File: config.mk
export PLATFORM = sky130hd
export DESIGN_NAME = source_comment_strip_escape_decode
export DESIGN_NICKNAME = d
export VERILOG_FILES = /design/src/hdl/scsed_pkg.sv /design/src/hdl/source_comment_strip_escape_decode.sv
export SDC_FILE = /design/constraint.sdc
export NUM_CORES = 1
export LEC_CHECK = 0
export BUFFER_PORTS_ARGS = -buffer_cell sky130_fd_sc_hd__buf_4
export CORE_MARGIN = 4
export CORE_UTILIZATION = 37
export CTS_CLUSTER_DIAMETER = 100
export CTS_CLUSTER_SIZE = 14
export DETAILED_ROUTE_END_ITERATION = 8
export GPL_TIMING_DRIVEN = 0
export PLACE_DENSITY = 0.63
export SYNTH_ARGS = -nofsm -noshare
export SYNTH_HDL_FRONTEND = slang
export SYNTH_SLANG_ARGS = --single-unit
File: constraint.sdc
create_clock -name clk -period 15.2 [get_ports clk]
set_input_delay 3.8 -clock clk [delete_from_list [all_inputs] [get_ports clk]]
set_output_delay 3.8 -clock clk [all_outputs]
set_load 0.02 [all_outputs]
File: src/hdl/scsed_pkg.sv
package scsed_pkg;

	// character codes the scanner looks at
	localparam logic [7:0] CH_TAB    = 8'h09;
	localparam logic [7:0] CH_LF     = 8'h0A;
	localparam logic [7:0] CH_FS     = 8'h1C;
	localparam logic [7:0] CH_SPACE  = 8'h20;
	localparam logic [7:0] CH_DQUOTE = 8'h22;
	localparam logic [7:0] CH_SQUOTE = 8'h27;
	localparam logic [7:0] CH_STAR   = 8'h2A;
	localparam logic [7:0] CH_SLASH  = 8'h2F;
	localparam logic [7:0] CH_SEMI   = 8'h3B;
	localparam logic [7:0] CH_BSLASH = 8'h5C;
	localparam logic [7:0] CH_X      = 8'h78;

	// escape sequencer phases
	localparam logic [2:0] ESC_NONE = 3'd0;
	localparam logic [2:0] ESC_OCT1 = 3'd1;
	localparam logic [2:0] ESC_OCT2 = 3'd2;
	localparam logic [2:0] ESC_HEX0 = 3'd3;
	localparam logic [2:0] ESC_HEX1 = 3'd4;

	// error codes
	localparam logic [1:0] ERR_NONE   = 2'd0;
	localparam logic [1:0] ERR_UNTERM = 2'd1;
	localparam logic [1:0] ERR_BADESC = 2'd2;

	// configuration register indexes
	localparam logic [1:0] REG_LANG_MODE  = 2'd0;
	localparam logic [1:0] REG_TAB_WIDTH  = 2'd1;
	localparam logic [1:0] REG_PAD_AT_END = 2'd2;

	localparam int OUT_CNT_BITS = 24;

	typedef struct packed {
		logic [7:0]              ch;
		logic [1:0]              err;
		logic                    last;
		logic [OUT_CNT_BITS-1:0] line;
		logic [OUT_CNT_BITS-1:0] col;
	} res_t;

	// {known, decoded char} for the single-character escapes
	function automatic logic [8:0] simple_esc(input logic [7:0] la);
		logic [8:0] r;
		r = 9'd0;
		case (la)
			8'h61:   r = {1'b1, 8'h07};        // a
			8'h62:   r = {1'b1, 8'h08};        // b
			8'h63:   r = {1'b1, CH_FS};        // c
			8'h66:   r = {1'b1, 8'h0C};        // f
			8'h72:   r = {1'b1, 8'h0D};        // r
			8'h6E:   r = {1'b1, 8'h0A};        // n
			8'h74:   r = {1'b1, 8'h09};        // t
			8'h76:   r = {1'b1, 8'h0B};        // v
			CH_TAB, CH_BSLASH, CH_SQUOTE, CH_DQUOTE, CH_SPACE, 8'h3F:
				r = {1'b1, la};
			default: r = 9'd0;
		endcase
		return r;
	endfunction

	function automatic logic is_octal(input logic [7:0] b);
		return b[7:3] == 5'b00110;
	endfunction

	// {valid, digit value}
	function automatic logic [4:0] hex_digit(input logic [7:0] b);
		logic [4:0] r;
		r = 5'd0;
		if (b >= 8'h30 && b <= 8'h39) begin
			r = {1'b1, b[3:0]};
		end else if ((b >= 8'h61 && b <= 8'h66) || (b >= 8'h41 && b <= 8'h46)) begin
			r = {1'b1, 4'(b[3:0] + 4'd9)};
		end
		return r;
	endfunction

endpackage

File: src/hdl/source_comment_strip_escape_decode.sv
// Channel  | handshake             | payload
// ---------+-----------------------+--------------------------------------------------
// in       | in_valid / in_stall   | in_byte, end_of_stream
// out      | out_valid / out_stall | out_char, line_number, column_number,
//          |                       | error_code, last_of_run
// cfg      | cfg_valid / cfg_ready | cfg_index, cfg_data (cfg_ready is always high)
//
// One byte per cycle sustained while out_stall is low. A beat sits in the input
// register, is decoded in one pass and lands in a two-entry result buffer.
// Only the end-of-stream beat can give two results; the beat behind it waits
// in the input register while the buffer drains. A result held by
// out_stall keeps the next beat in the input register. Reset clears all scanner
// state and restores the register defaults (C mode, tab width 1, pad on).
module source_comment_strip_escape_decode #(
	parameter int DEPTH_BITS = 8,
	parameter int COUNT_BITS = 24
) (
	input  logic        clk,
	input  logic        arst_n,
	input  logic        in_valid,
	output logic        in_stall,
	input  logic [7:0]  in_byte,
	input  logic        end_of_stream,
	output logic        out_valid,
	input  logic        out_stall,
	output logic [7:0]  out_char,
	output logic [23:0] line_number,
	output logic [23:0] column_number,
	output logic [1:0]  error_code,
	output logic        last_of_run,
	input  logic        cfg_valid,
	output logic        cfg_ready,
	input  logic [1:0]  cfg_index,
	input  logic [4:0]  cfg_data
);
	import scsed_pkg::*;

	localparam logic [COUNT_BITS-1:0] CNT_ONE = COUNT_BITS'(1);
	localparam logic [DEPTH_BITS-1:0] DEP_ONE = DEPTH_BITS'(1);

	function automatic logic [COUNT_BITS-1:0] sat_cnt(input logic [COUNT_BITS-1:0] v,
		input logic [COUNT_BITS-1:0] a);
		logic [COUNT_BITS:0] s;
		s = {1'b0, v} + {1'b0, a};
		return s[COUNT_BITS] ? '1 : s[COUNT_BITS-1:0];
	endfunction

	function automatic logic [DEPTH_BITS-1:0] sat_dep(input logic [DEPTH_BITS-1:0] v);
		logic [DEPTH_BITS:0] s;
		s = {1'b0, v} + {1'b0, DEP_ONE};
		return s[DEPTH_BITS] ? '1 : s[DEPTH_BITS-1:0];
	endfunction

	// configuration
	logic       lang_mode_q;
	logic [4:0] tab_width_q;
	logic       pad_at_end_q;

	// input register
	logic       valid_s1;
	logic [7:0] byte_s1;
	logic       eos_s1;

	// scanner state
	logic                  held_valid_q, line_cmt_q, dquote_q, squote_q, ended_q;
	logic [7:0]            held_byte_q;
	logic [DEPTH_BITS-1:0] block_depth_q;
	logic [2:0]            esc_phase_q;
	logic [8:0]            esc_value_q;
	logic [COUNT_BITS-1:0] line_q, col_q;

	// result buffer, slot 0 is the head
	res_t       slot_q [2];
	logic [1:0] out_cnt_q;

	logic pop, proc;

	assign cfg_ready = 1'b1;
	assign out_valid = out_cnt_q != 2'd0;
	assign pop       = out_valid && !out_stall;
	// the buffer must have room for this beat's results after this cycle's pop
	assign proc      = valid_s1 && (out_cnt_q == 2'd0 || (out_cnt_q == 2'd1 && pop));
	assign in_stall  = valid_s1 && !proc;

	assign out_char      = slot_q[0].ch;
	assign line_number   = slot_q[0].line;
	assign column_number = slot_q[0].col;
	assign error_code    = slot_q[0].err;
	assign last_of_run   = slot_q[0].last;

	//------------------------------------------------------------------
	// Held-byte processing: the held byte with the incoming byte as
	// lookahead (none on the end-of-stream beat).
	//------------------------------------------------------------------
	logic                  la_ok, cm, rh_nl, rh_inq, rh_eat, rh_emit, rh_consumed;
	logic [7:0]            rh_c, rh_la, rh_ch;
	logic [1:0]            rh_err;
	logic                  rh_lca, rh_dq, rh_sq;
	logic [DEPTH_BITS-1:0] rh_depth;
	logic [COUNT_BITS-1:0] rh_line, rh_col;
	logic [2:0]            rh_phase;
	logic [8:0]            rh_value, rh_sesc;

	always_comb begin
		la_ok    = !eos_s1;
		rh_la    = byte_s1;
		cm       = lang_mode_q;
		rh_c     = held_byte_q;
		rh_sesc  = simple_esc(rh_la);
		rh_nl    = rh_c == CH_LF;
		rh_inq   = dquote_q || squote_q;
		rh_err   = (rh_nl && rh_inq) ? ERR_UNTERM : ERR_NONE;
		rh_col   = sat_cnt(col_q, (rh_c == CH_TAB) ? COUNT_BITS'(tab_width_q) : CNT_ONE);
		rh_line  = line_q;
		rh_lca   = line_cmt_q;
		if (rh_nl) begin
			rh_lca  = 1'b0;
			rh_col  = '0;
			rh_line = sat_cnt(line_q, CNT_ONE);
		end
		rh_depth = block_depth_q;
		// comment openers, only outside comments and quotes
		if (!rh_lca && block_depth_q == '0 && !rh_inq) begin
			if (!cm && rh_c == CH_SEMI) begin
				rh_lca = 1'b1;
			end
			if (cm && rh_c == CH_SLASH && la_ok && rh_la == CH_SLASH) begin
				rh_lca = 1'b1;
			end
			if (cm && rh_c == CH_SLASH && la_ok && rh_la == CH_STAR) begin
				rh_depth = sat_dep(block_depth_q);
			end
		end
		// block close turns into a space
		rh_eat = 1'b0;
		rh_ch  = rh_c;
		if (cm && rh_c == CH_STAR && la_ok && rh_la == CH_SLASH && !rh_lca &&
			rh_depth != '0 && !rh_inq) begin
			rh_depth = rh_depth - DEP_ONE;
			rh_ch    = CH_SPACE;
			rh_eat   = 1'b1;
		end
		rh_dq = dquote_q;
		rh_sq = squote_q;
		if (cm && rh_ch == CH_DQUOTE && !rh_lca && rh_depth == '0 && !rh_sq) begin
			rh_dq = !rh_dq;
		end
		if (cm && rh_ch == CH_SQUOTE && !rh_lca && rh_depth == '0 && !rh_dq) begin
			rh_sq = !rh_sq;
		end

		rh_emit     = 1'b0;
		rh_consumed = rh_eat;
		rh_phase    = esc_phase_q;
		rh_value    = esc_value_q;
		if (rh_c == CH_BSLASH && la_ok && rh_la == CH_LF) begin
			// line splice
			rh_col      = '0;
			rh_line     = sat_cnt(rh_line, CNT_ONE);
			rh_consumed = 1'b1;
		end else if (rh_lca || rh_depth != '0) begin
			rh_emit = 1'b0;
		end else if ((rh_dq || rh_sq) && rh_ch == CH_BSLASH) begin
			rh_col      = sat_cnt(rh_col, (la_ok && rh_la == CH_TAB) ?
				COUNT_BITS'(tab_width_q) : CNT_ONE);
			rh_consumed = 1'b1;
			rh_err      = ERR_NONE;
			if (!la_ok) begin
				rh_emit = 1'b1;
				rh_err  = ERR_BADESC;
			end else if (rh_sesc[8]) begin
				rh_emit = 1'b1;
				rh_ch   = rh_sesc[7:0];
			end else if (is_octal(rh_la)) begin
				rh_value = {6'd0, rh_la[2:0]};
				rh_phase = ESC_OCT1;
			end else if (rh_la == CH_X) begin
				rh_value = 9'd0;
				rh_phase = ESC_HEX0;
			end else begin
				rh_emit = 1'b1;
				rh_err  = ERR_BADESC;
			end
		end else begin
			rh_emit = 1'b1;
		end
	end

	//------------------------------------------------------------------
	// Per-beat step
	//------------------------------------------------------------------
	logic                  n_held_valid, n_line_cmt, n_dquote, n_squote, n_ended;
	logic [7:0]            n_held_byte;
	logic [DEPTH_BITS-1:0] n_block_depth;
	logic [2:0]            n_esc_phase;
	logic [8:0]            n_esc_value, dig_value;
	logic [COUNT_BITS-1:0] n_line, n_col;
	logic                  e0_valid, pad_valid;
	logic [7:0]            e0_ch;
	logic [1:0]            e0_err;
	logic [4:0]            hexd;
	logic [1:0]            n_cnt;
	res_t                  new0, new1;

	always_comb begin
		n_held_valid  = held_valid_q;
		n_held_byte   = held_byte_q;
		n_line_cmt    = line_cmt_q;
		n_block_depth = block_depth_q;
		n_dquote      = dquote_q;
		n_squote      = squote_q;
		n_esc_phase   = esc_phase_q;
		n_esc_value   = esc_value_q;
		n_line        = line_q;
		n_col         = col_q;
		n_ended       = ended_q;
		e0_valid      = 1'b0;
		e0_ch         = esc_value_q[7:0];
		e0_err        = ERR_NONE;
		pad_valid     = 1'b0;
		hexd          = hex_digit(byte_s1);
		dig_value     = 9'd0;

		if (ended_q) begin
			n_ended = 1'b1;
		end else if (eos_s1) begin
			if (esc_phase_q != ESC_NONE) begin
				// flush a pending numeric escape
				e0_valid    = 1'b1;
				n_esc_phase = ESC_NONE;
			end else if (held_valid_q) begin
				n_held_valid  = 1'b0;
				n_line        = rh_line;
				n_col         = rh_col;
				n_line_cmt    = rh_lca;
				n_block_depth = rh_depth;
				n_dquote      = rh_dq;
				n_squote      = rh_sq;
				n_esc_phase   = rh_phase;
				n_esc_value   = rh_value;
				e0_valid      = rh_emit;
				e0_ch         = rh_ch;
				e0_err        = rh_err;
			end
			pad_valid = pad_at_end_q;
			n_ended   = 1'b1;
		end else if (esc_phase_q == ESC_OCT1 || esc_phase_q == ESC_OCT2) begin
			dig_value = {esc_value_q[5:0], byte_s1[2:0]};
			if (is_octal(byte_s1)) begin
				n_esc_value = dig_value;
				if (esc_phase_q == ESC_OCT2) begin
					e0_valid    = 1'b1;
					e0_ch       = dig_value[7:0];
					n_esc_phase = ESC_NONE;
				end else begin
					n_esc_phase = ESC_OCT2;
				end
			end else begin
				// non-digit ends the escape and becomes the held byte
				e0_valid     = 1'b1;
				n_esc_phase  = ESC_NONE;
				n_held_byte  = byte_s1;
				n_held_valid = 1'b1;
			end
		end else if (esc_phase_q == ESC_HEX0 || esc_phase_q == ESC_HEX1) begin
			dig_value = {esc_value_q[4:0], hexd[3:0]};
			if (hexd[4]) begin
				n_esc_value = dig_value;
				if (esc_phase_q == ESC_HEX1) begin
					e0_valid    = 1'b1;
					e0_ch       = dig_value[7:0];
					n_esc_phase = ESC_NONE;
				end else begin
					n_esc_phase = ESC_HEX1;
				end
			end else begin
				e0_valid     = 1'b1;
				n_esc_phase  = ESC_NONE;
				n_held_byte  = byte_s1;
				n_held_valid = 1'b1;
			end
		end else if (held_valid_q) begin
			n_line        = rh_line;
			n_col         = rh_col;
			n_line_cmt    = rh_lca;
			n_block_depth = rh_depth;
			n_dquote      = rh_dq;
			n_squote      = rh_sq;
			n_esc_phase   = rh_phase;
			n_esc_value   = rh_value;
			e0_valid      = rh_emit;
			e0_ch         = rh_ch;
			e0_err        = rh_err;
			if (rh_consumed) begin
				n_held_valid = 1'b0;
			end else begin
				n_held_byte = byte_s1;
			end
		end else begin
			n_held_byte  = byte_s1;
			n_held_valid = 1'b1;
		end

		// all results of a beat carry the counts after the beat
		new0.ch   = e0_valid ? e0_ch : CH_LF;
		new0.err  = e0_valid ? e0_err : ERR_NONE;
		new0.last = !(e0_valid && pad_valid);
		new0.line = OUT_CNT_BITS'(n_line);
		new0.col  = OUT_CNT_BITS'(n_col);
		new1.ch   = CH_LF;
		new1.err  = ERR_NONE;
		new1.last = 1'b1;
		new1.line = OUT_CNT_BITS'(n_line);
		new1.col  = OUT_CNT_BITS'(n_col);
		n_cnt     = {1'b0, e0_valid} + {1'b0, pad_valid};
	end

	// configuration writes
	always_ff @(posedge clk or negedge arst_n) begin
		if (!arst_n) begin
			lang_mode_q  <= 1'b1;
			tab_width_q  <= 5'd1;
			pad_at_end_q <= 1'b1;
		end else if (cfg_valid && cfg_ready) begin
			case (cfg_index)
				REG_LANG_MODE:  lang_mode_q  <= cfg_data[0];
				REG_TAB_WIDTH:  tab_width_q  <= cfg_data;
				REG_PAD_AT_END: pad_at_end_q <= cfg_data[0];
				default: ;
			endcase
		end
	end

	// input register
	always_ff @(posedge clk or negedge arst_n) begin
		if (!arst_n) begin
			valid_s1 <= 1'b0;
		end else if (!in_stall) begin
			valid_s1 <= in_valid;
		end
	end

	always_ff @(posedge clk) begin
		if (in_valid && !in_stall) begin
			byte_s1 <= in_byte;
			eos_s1  <= end_of_stream;
		end
	end

	// scanner state
	always_ff @(posedge clk or negedge arst_n) begin
		if (!arst_n) begin
			held_valid_q  <= 1'b0;
			held_byte_q   <= 8'd0;
			line_cmt_q    <= 1'b0;
			block_depth_q <= '0;
			dquote_q      <= 1'b0;
			squote_q      <= 1'b0;
			esc_phase_q   <= ESC_NONE;
			esc_value_q   <= 9'd0;
			line_q        <= CNT_ONE;
			col_q         <= '0;
			ended_q       <= 1'b0;
		end else if (proc) begin
			held_valid_q  <= n_held_valid;
			held_byte_q   <= n_held_byte;
			line_cmt_q    <= n_line_cmt;
			block_depth_q <= n_block_depth;
			dquote_q      <= n_dquote;
			squote_q      <= n_squote;
			esc_phase_q   <= n_esc_phase;
			esc_value_q   <= n_esc_value;
			line_q        <= n_line;
			col_q         <= n_col;
			ended_q       <= n_ended;
		end
	end

	// result buffer
	always_ff @(posedge clk or negedge arst_n) begin
		if (!arst_n) begin
			out_cnt_q <= 2'd0;
		end else if (proc) begin
			out_cnt_q <= n_cnt;
		end else if (pop) begin
			out_cnt_q <= out_cnt_q - 2'd1;
		end
	end

	always_ff @(posedge clk) begin
		if (proc) begin
			slot_q[0] <= new0;
			slot_q[1] <= new1;
		end else if (pop) begin
			slot_q[0] <= slot_q[1];
		end
	end

	// checks
	a_cnt_range: assert property (@(posedge clk) disable iff (!arst_n)
		out_cnt_q != 2'd3)
		else $error("result buffer count out of range");

	a_stall_has_item: assert property (@(posedge clk) disable iff (!arst_n)
		in_stall |-> valid_s1)
		else $error("input stalled with empty input register");

	a_held_vs_escape: assert property (@(posedge clk) disable iff (!arst_n)
		!(held_valid_q && esc_phase_q != ESC_NONE))
		else $error("held byte present during numeric escape");

	a_pair_only: assert property (@(posedge clk) disable iff (!arst_n)
		(out_valid && !last_of_run) |-> out_cnt_q == 2'd2)
		else $error("non-final result without its partner");

	a_ended_sticky: assert property (@(posedge clk) disable iff (!arst_n)
		ended_q |=> ended_q)
		else $error("end-of-stream flag dropped");

endmodule
# Word-level counts from Yosys, hierarchy flattened
# Memories as Yosys holds them, arrays and structs flattened.
# Cells that the tools add are included.
dict set report word_totals {
  output_inout_bits 62
  memories 1
  in_bits 21
  reg_bits 100
  wordCells 320
  ram_bits 118
}
dict set report classes {
  n_mux 166
  n_addsub 9
  eq_ne 45
  bitwise 3
  reduce_logical 72
  order_cmp 6
}
# memory depth width read_ports rd_ports_with_merged_regs wr line
set mem_list {}
lappend mem_list {slot_q 2 59 2 0 2 source_comment_strip_escape_decode.sv:73} ;# res_t slot_q [2];
# op count
set op_table {}
lappend op_table {{$mux W24} 22}
lappend op_table {{$mux W8} 32}
lappend op_table {{$mux W9} 14}
lappend op_table {{$eq A8 B7 Y1 const B} 12}
lappend op_table {{$eq A8 B6 Y1 const B} 11}
lappend op_table {{$pmux W9 S9} 1}
lappend op_table {{$mux W1} 60}
lappend op_table {{$mux W59} 1}
lappend op_table {{$add A24 B1 Y25 const B} 2}
lappend op_table {{$add A24 B5 Y25} 2}
lappend op_table {{$mux W3} 15}
lappend op_table {{$logic_and A1 B1 Y1} 35}
lappend op_table {{$mux W2} 17}
lappend op_table {{$eq A8 B4 Y1 const B} 4}
lappend op_table {{$mux W5} 4}
lappend op_table {{$ge A8 B7 Y1 const B} 2}
lappend op_table {{$le A8 B7 Y1 const B} 2}
lappend op_table {{$logic_not A8 Y1} 2}
lappend op_table {{$reduce_bool A8 Y1} 2}
lappend op_table {{$reduce_and A5 Y1} 3}
lappend op_table {{$logic_not A1 Y1} 12}
lappend op_table {{$add A8 B1 Y9 const B} 1}
lappend op_table {{$ne A3 B3 Y1 const B} 3}
lappend op_table {{$ge A8 B6 Y1 const B} 1}
lappend op_table {{23 further kinds} 41}

# Longest topological paths before layout
dict set report logic_depth {
  depth_word 33
  mapped_depth 26
  ltp_nobuf 24
}

# Least setup slack after synthesis
# OpenSTA, ideal clock, no wires.
dict set report synth_timing {
  path_kind {in2out}
  from {input port out_stall}
  to {output port in_stall}
  n_path_buf 0
  required_ps 11400
  arrival_ps 4178
  setup_slack_ps 7222
  stages 4
  path_cell_list {inv_1 a21oi_1 nand2_1 inv_1}
}
dict set report synth_via {
  elab_chain_len 7
}
# element line
set synth_lines {}
lappend synth_lines {{start, declared} source_comment_strip_escape_decode.sv:25} ;# input logic out_stall,
lappend synth_lines {{$logic_not A1 Y1} source_comment_strip_escape_decode.sv:80} ;# assign pop = out_valid && !out_stall;
lappend synth_lines {{$logic_and A1 B1 Y1} source_comment_strip_escape_decode.sv:80}
lappend synth_lines {{$logic_and A1 B1 Y1} source_comment_strip_escape_decode.sv:82} ;# assign proc = valid_s1 && (out_cnt_q == 2'd0 || (out_cnt_q == 2'd1 && pop));
lappend synth_lines {{$logic_or A1 B1 Y1} source_comment_strip_escape_decode.sv:82}
lappend synth_lines {{$logic_and A1 B1 Y1} source_comment_strip_escape_decode.sv:82}
lappend synth_lines {{$logic_not A1 Y1} source_comment_strip_escape_decode.sv:83} ;# assign in_stall = valid_s1 && !proc;
lappend synth_lines {{$logic_and A1 B1 Y1} source_comment_strip_escape_decode.sv:83}
lappend synth_lines {{end, declared} source_comment_strip_escape_decode.sv:21} ;# output logic in_stall,
# Every way passes these cells.

# Worst setup path in the final report
# Same ends and word-level chain as after synthesis.

==> flow_metrics.env <==
export IMPL_rrSetupSlack_ns=7.52
export IMPL_start_util=0.378
export IMPL_grt_pass1_vias=13800
export IMPL_yosysWarnings=0
export IMPL_maxCapViolCount=0
export IMPL_critPathRequiredTime_ns=11.40
export IMPL_finalNonFillerCells=2299
export IMPL_drv_slew=0
export IMPL_path_class="in2out"
export IMPL_track_usage=0.242
export IMPL_synthArstFlopShare=0.437
export IMPL_period_minus_slack_ns=8.17
export IMPL_cpMaxStageDelayCell="a21oi_1"
export IMPL_core_area_sq_mm=0.0389
export IMPL_reg2reg_from="held_byte_q[7]$_DFFE_PN0P_"
export IMPL_crit_fanout=3
export IMPL_postCtsSetupRepairBufs=0
export IMPL_critical_path_arrival_ns=4.37
export IMPL_hp_start="block_depth_q[7]$_DFFE_PN0P_"
export IMPL_rsz0062_at_grt="false"
export IMPL_first_pass_iters=5
export IMPL_netlist_area_sq_mm=0.0147
export IMPL_crit_path_end_kind="output pin"
export IMPL_synth_top_area_share=0.237
export IMPL_drt_iter0_drc=1639
export IMPL_period_share=0.537
export IMPL_synthFlopType="edfxtp_1"
export IMPL_cts_sinks=206
export IMPL_synthToLayoutAreaGrowth_pct=12.8
export IMPL_ctsResizeCount=0
export IMPL_rr_endpoint="slot_q[0][21]$_DFFE_PP_"
export IMPL_finalInstanceArea_sq_mm=0.0166
export IMPL_hpwl_mm=39.6
export IMPL_clk_latency_ns=0.54
export IMPL_vias=14100
export IMPL_wl_mm=54.3
export IMPL_ios=83
export IMPL_setup_viol=0
export IMPL_die_w_um=207
export IMPL_netlist_instances=1665
export IMPL_tightest_slew_ns=1.41
export IMPL_hold_end="block_depth_q[7]$_DFFE_PN0P_"
export IMPL_fillCellCount=3948
export IMPL_clock_skew_ns=0.0408
export IMPL_synth_top_area_cell="edfxtp_1"
export IMPL_netlist_top_cells_count="187 x nand2_1, 144 x nor2_1, 116 x edfxtp_1, 116 x o21ai_0, 91 x a21oi_1"
export IMPL_relSlewSlack=0.0519
export IMPL_synth_edff_count=116
export IMPL_ys_ff_latch=206
export IMPL_antenna_found_initial=0
export IMPL_synth_nets=1713
export IMPL_path_cells="buf_4 > inv_1 > a21oi_1 > nand2_1 > inv_1 > buf_4"
export IMPL_tns_ns=0
export IMPL_route_detailed_drc=0
export IMPL_wl_per_cell_um=23.6
export IMPL_die_area_sq_mm=0.0430
export IMPL_hold_class="reg2reg"
export IMPL_ctsHoldBuffers=0
export IMPL_synth_most_common_cell="nand2_1"
export IMPL_p_per_area_mw_per_mm2=99.6
export IMPL_netlist_top_cells_area="edfxtp_1 24%, dfrtp_1 15%, nand2_1 4.8%, o21ai_0 4.0%, nor2_1 3.7%"
export IMPL_cts_tree="built"
export IMPL_drive_above_1_share=0.144
export IMPL_ant_nets=0
export IMPL_power_leakage_nw=6.01
export IMPL_status="finished, final reports clean"
export IMPL_diodes=0
export IMPL_critPathMaxStageDelay_ns=0.14
export IMPL_grt_pass1_wl_mm=83.4
export IMPL_path_clk_slew_ns=0.07
export IMPL_timing_fmax_mhz=122
export IMPL_fin_nets=1816
export IMPL_vias_per_cell=6.15
export IMPL_cts_made_buffers=19
export IMPL_synth_distinct_cells=111
export IMPL_die_h_um=207
export IMPL_overflow=0
export IMPL_dpl_cell_area_sq_mm=0.0160
export IMPL_hold_depth=1
export IMPL_post_route_util=0.426
export IMPL_multiInputGateArea_sq_mm=0.00827
export IMPL_seq_area_sq_mm=0.00574
export IMPL_gp_congestion=0.992
export IMPL_start_kind="input pin"
export IMPL_clk_path_buf_depth=3
export IMPL_grt_max_degree=91
export IMPL_cts_root_buf="clkbuf_16"
export IMPL_hold_viol_final=0
export IMPL_cts_htree_levels=1
export IMPL_placementRows=72
export IMPL_reg2reg_depth=22
export IMPL_ir_worst_vdd_mv=0.0902
export IMPL_io_buffers=81
export IMPL_yosysSeqAreaShare=0.391
export IMPL_post_synth_cell_area_avg_sq_um=8.83
export IMPL_dp_cells=2264
-- critical path: cells and delay by family --
family	cells	cell delay [ns]
simple gates	1	0.11
compound gates	1	0.14
buf+inv	4	0.32
-- registers in the layout, indices dropped and copies added, names as in the netlist --
signal	flops
block_depth_q	8
byte_s1	8
cm	1
col_q	24
dquote_q	1
ended_q	1
eos_s1	1
esc_phase_q	3
esc_value_q	8
held_byte_q	8
held_valid_q	1
line_cmt_q	1
line_q	24
out_cnt_q	2
pad_at_end_q	1
slot_q	107
squote_q	1
tab_width_q	5
valid_s1	1
-- routing by layer --
metal | vias to the layer above | track usage | share of wire
li1 | 6465 | - | -
met1 | 6851 | 0.339 | 0.43
met2 | 689 | 0.380 | 0.44
met3 | 123 | 0.0394 | 0.084
met4 | 0 | 0.0923 | 0.040
met5 | - | 0 | 0
-- power breakdown --
group,total [W],switching [W],internal (W)
clock,0.000486,0.000228,0.000257
combinational,0.000397,0.000279,0.000118
sequential,0.000769,0.0000330,0.000736
-- cells in the final DEF (no fill, tap or decap), drive strengths merged, types with 11 or more instances in the layout --
cell,count
edfxtp,116
mux2i,18
nand2,189
buf,120
o22ai,11
nor2,147
a22oi,18
xor2,13
nor3,45
mux2,38
o21ai,128
xnor2,31
or3,19
nand4,29
dfrtp,86
nand2b,23
a21o,14
inv,50
and3,29
clkbuf,108
a31oi,29
and2,17
a21oi,94
ha,25
nor2b,12
o31ai,38
nand3,66
nor4,42
a211oi,19
or2,12
o211ai,16
-- final cells by class --
cell class / count / share of cell area
Multi-Input combinational cell: 1292 / 0.499
Sequential cell: 206 / 0.346
Tap cell: 518 / 0.0391
Timing Repair Buffer: 82 / 0.0386
Clock buffer: 30 / 0.0318
Buffer: 116 / 0.0306
Inverter: 51 / 0.0115
Clock inverter: 4 / 0.00332
-- cells by family after synthesis --
| family | Yosys count | synth area share |
|---|---|---|
| fa+ha+maj | 27 | 0.0240 |
| xor+xnor | 44 | 0.0262 |
| flops | 206 | 0.391 |
| other cells | 1 | 0.000255 |
| simple gates | 691 | 0.252 |
| compound gates | 473 | 0.218 |
| mux | 56 | 0.0416 |
| buf+inv | 167 | 0.0473 |
-- metrics by stage --
| step | setup WS [ns] | hold WS [ns] | power (W) |
|---|---|---|---|
| 2_1_floorplan | 7.22 | 0.465 | 0.000999 |
| 3_5_place_dp | 7.03 | 0.490 | 0.00118 |
| 4_1_cts | 7.02 | 0.501 | 0.00167 |
| 5_1_grt | 6.93 | 0.529 | 0.00172 |
| 6_report | 7.03 | 0.501 | 0.00165 |
| 3_3_place_gp | 7.03 | 0.483 | 0.00119 |
-- worst max path at each step --
stage	slack (ns)	start	cells after the start	end
after floorplan	7.22	out_stall	4	in_stall
after global placement	7.03	out_stall	6	in_stall
after detailed placement	7.03	out_stall	6	in_stall
after CTS	7.02	out_stall	6	in_stall
after global routing	6.93	out_stall	6	in_stall
final	7.03	out_stall	6	in_stall
No activity file was read; power rests on OpenSTA's default activity.
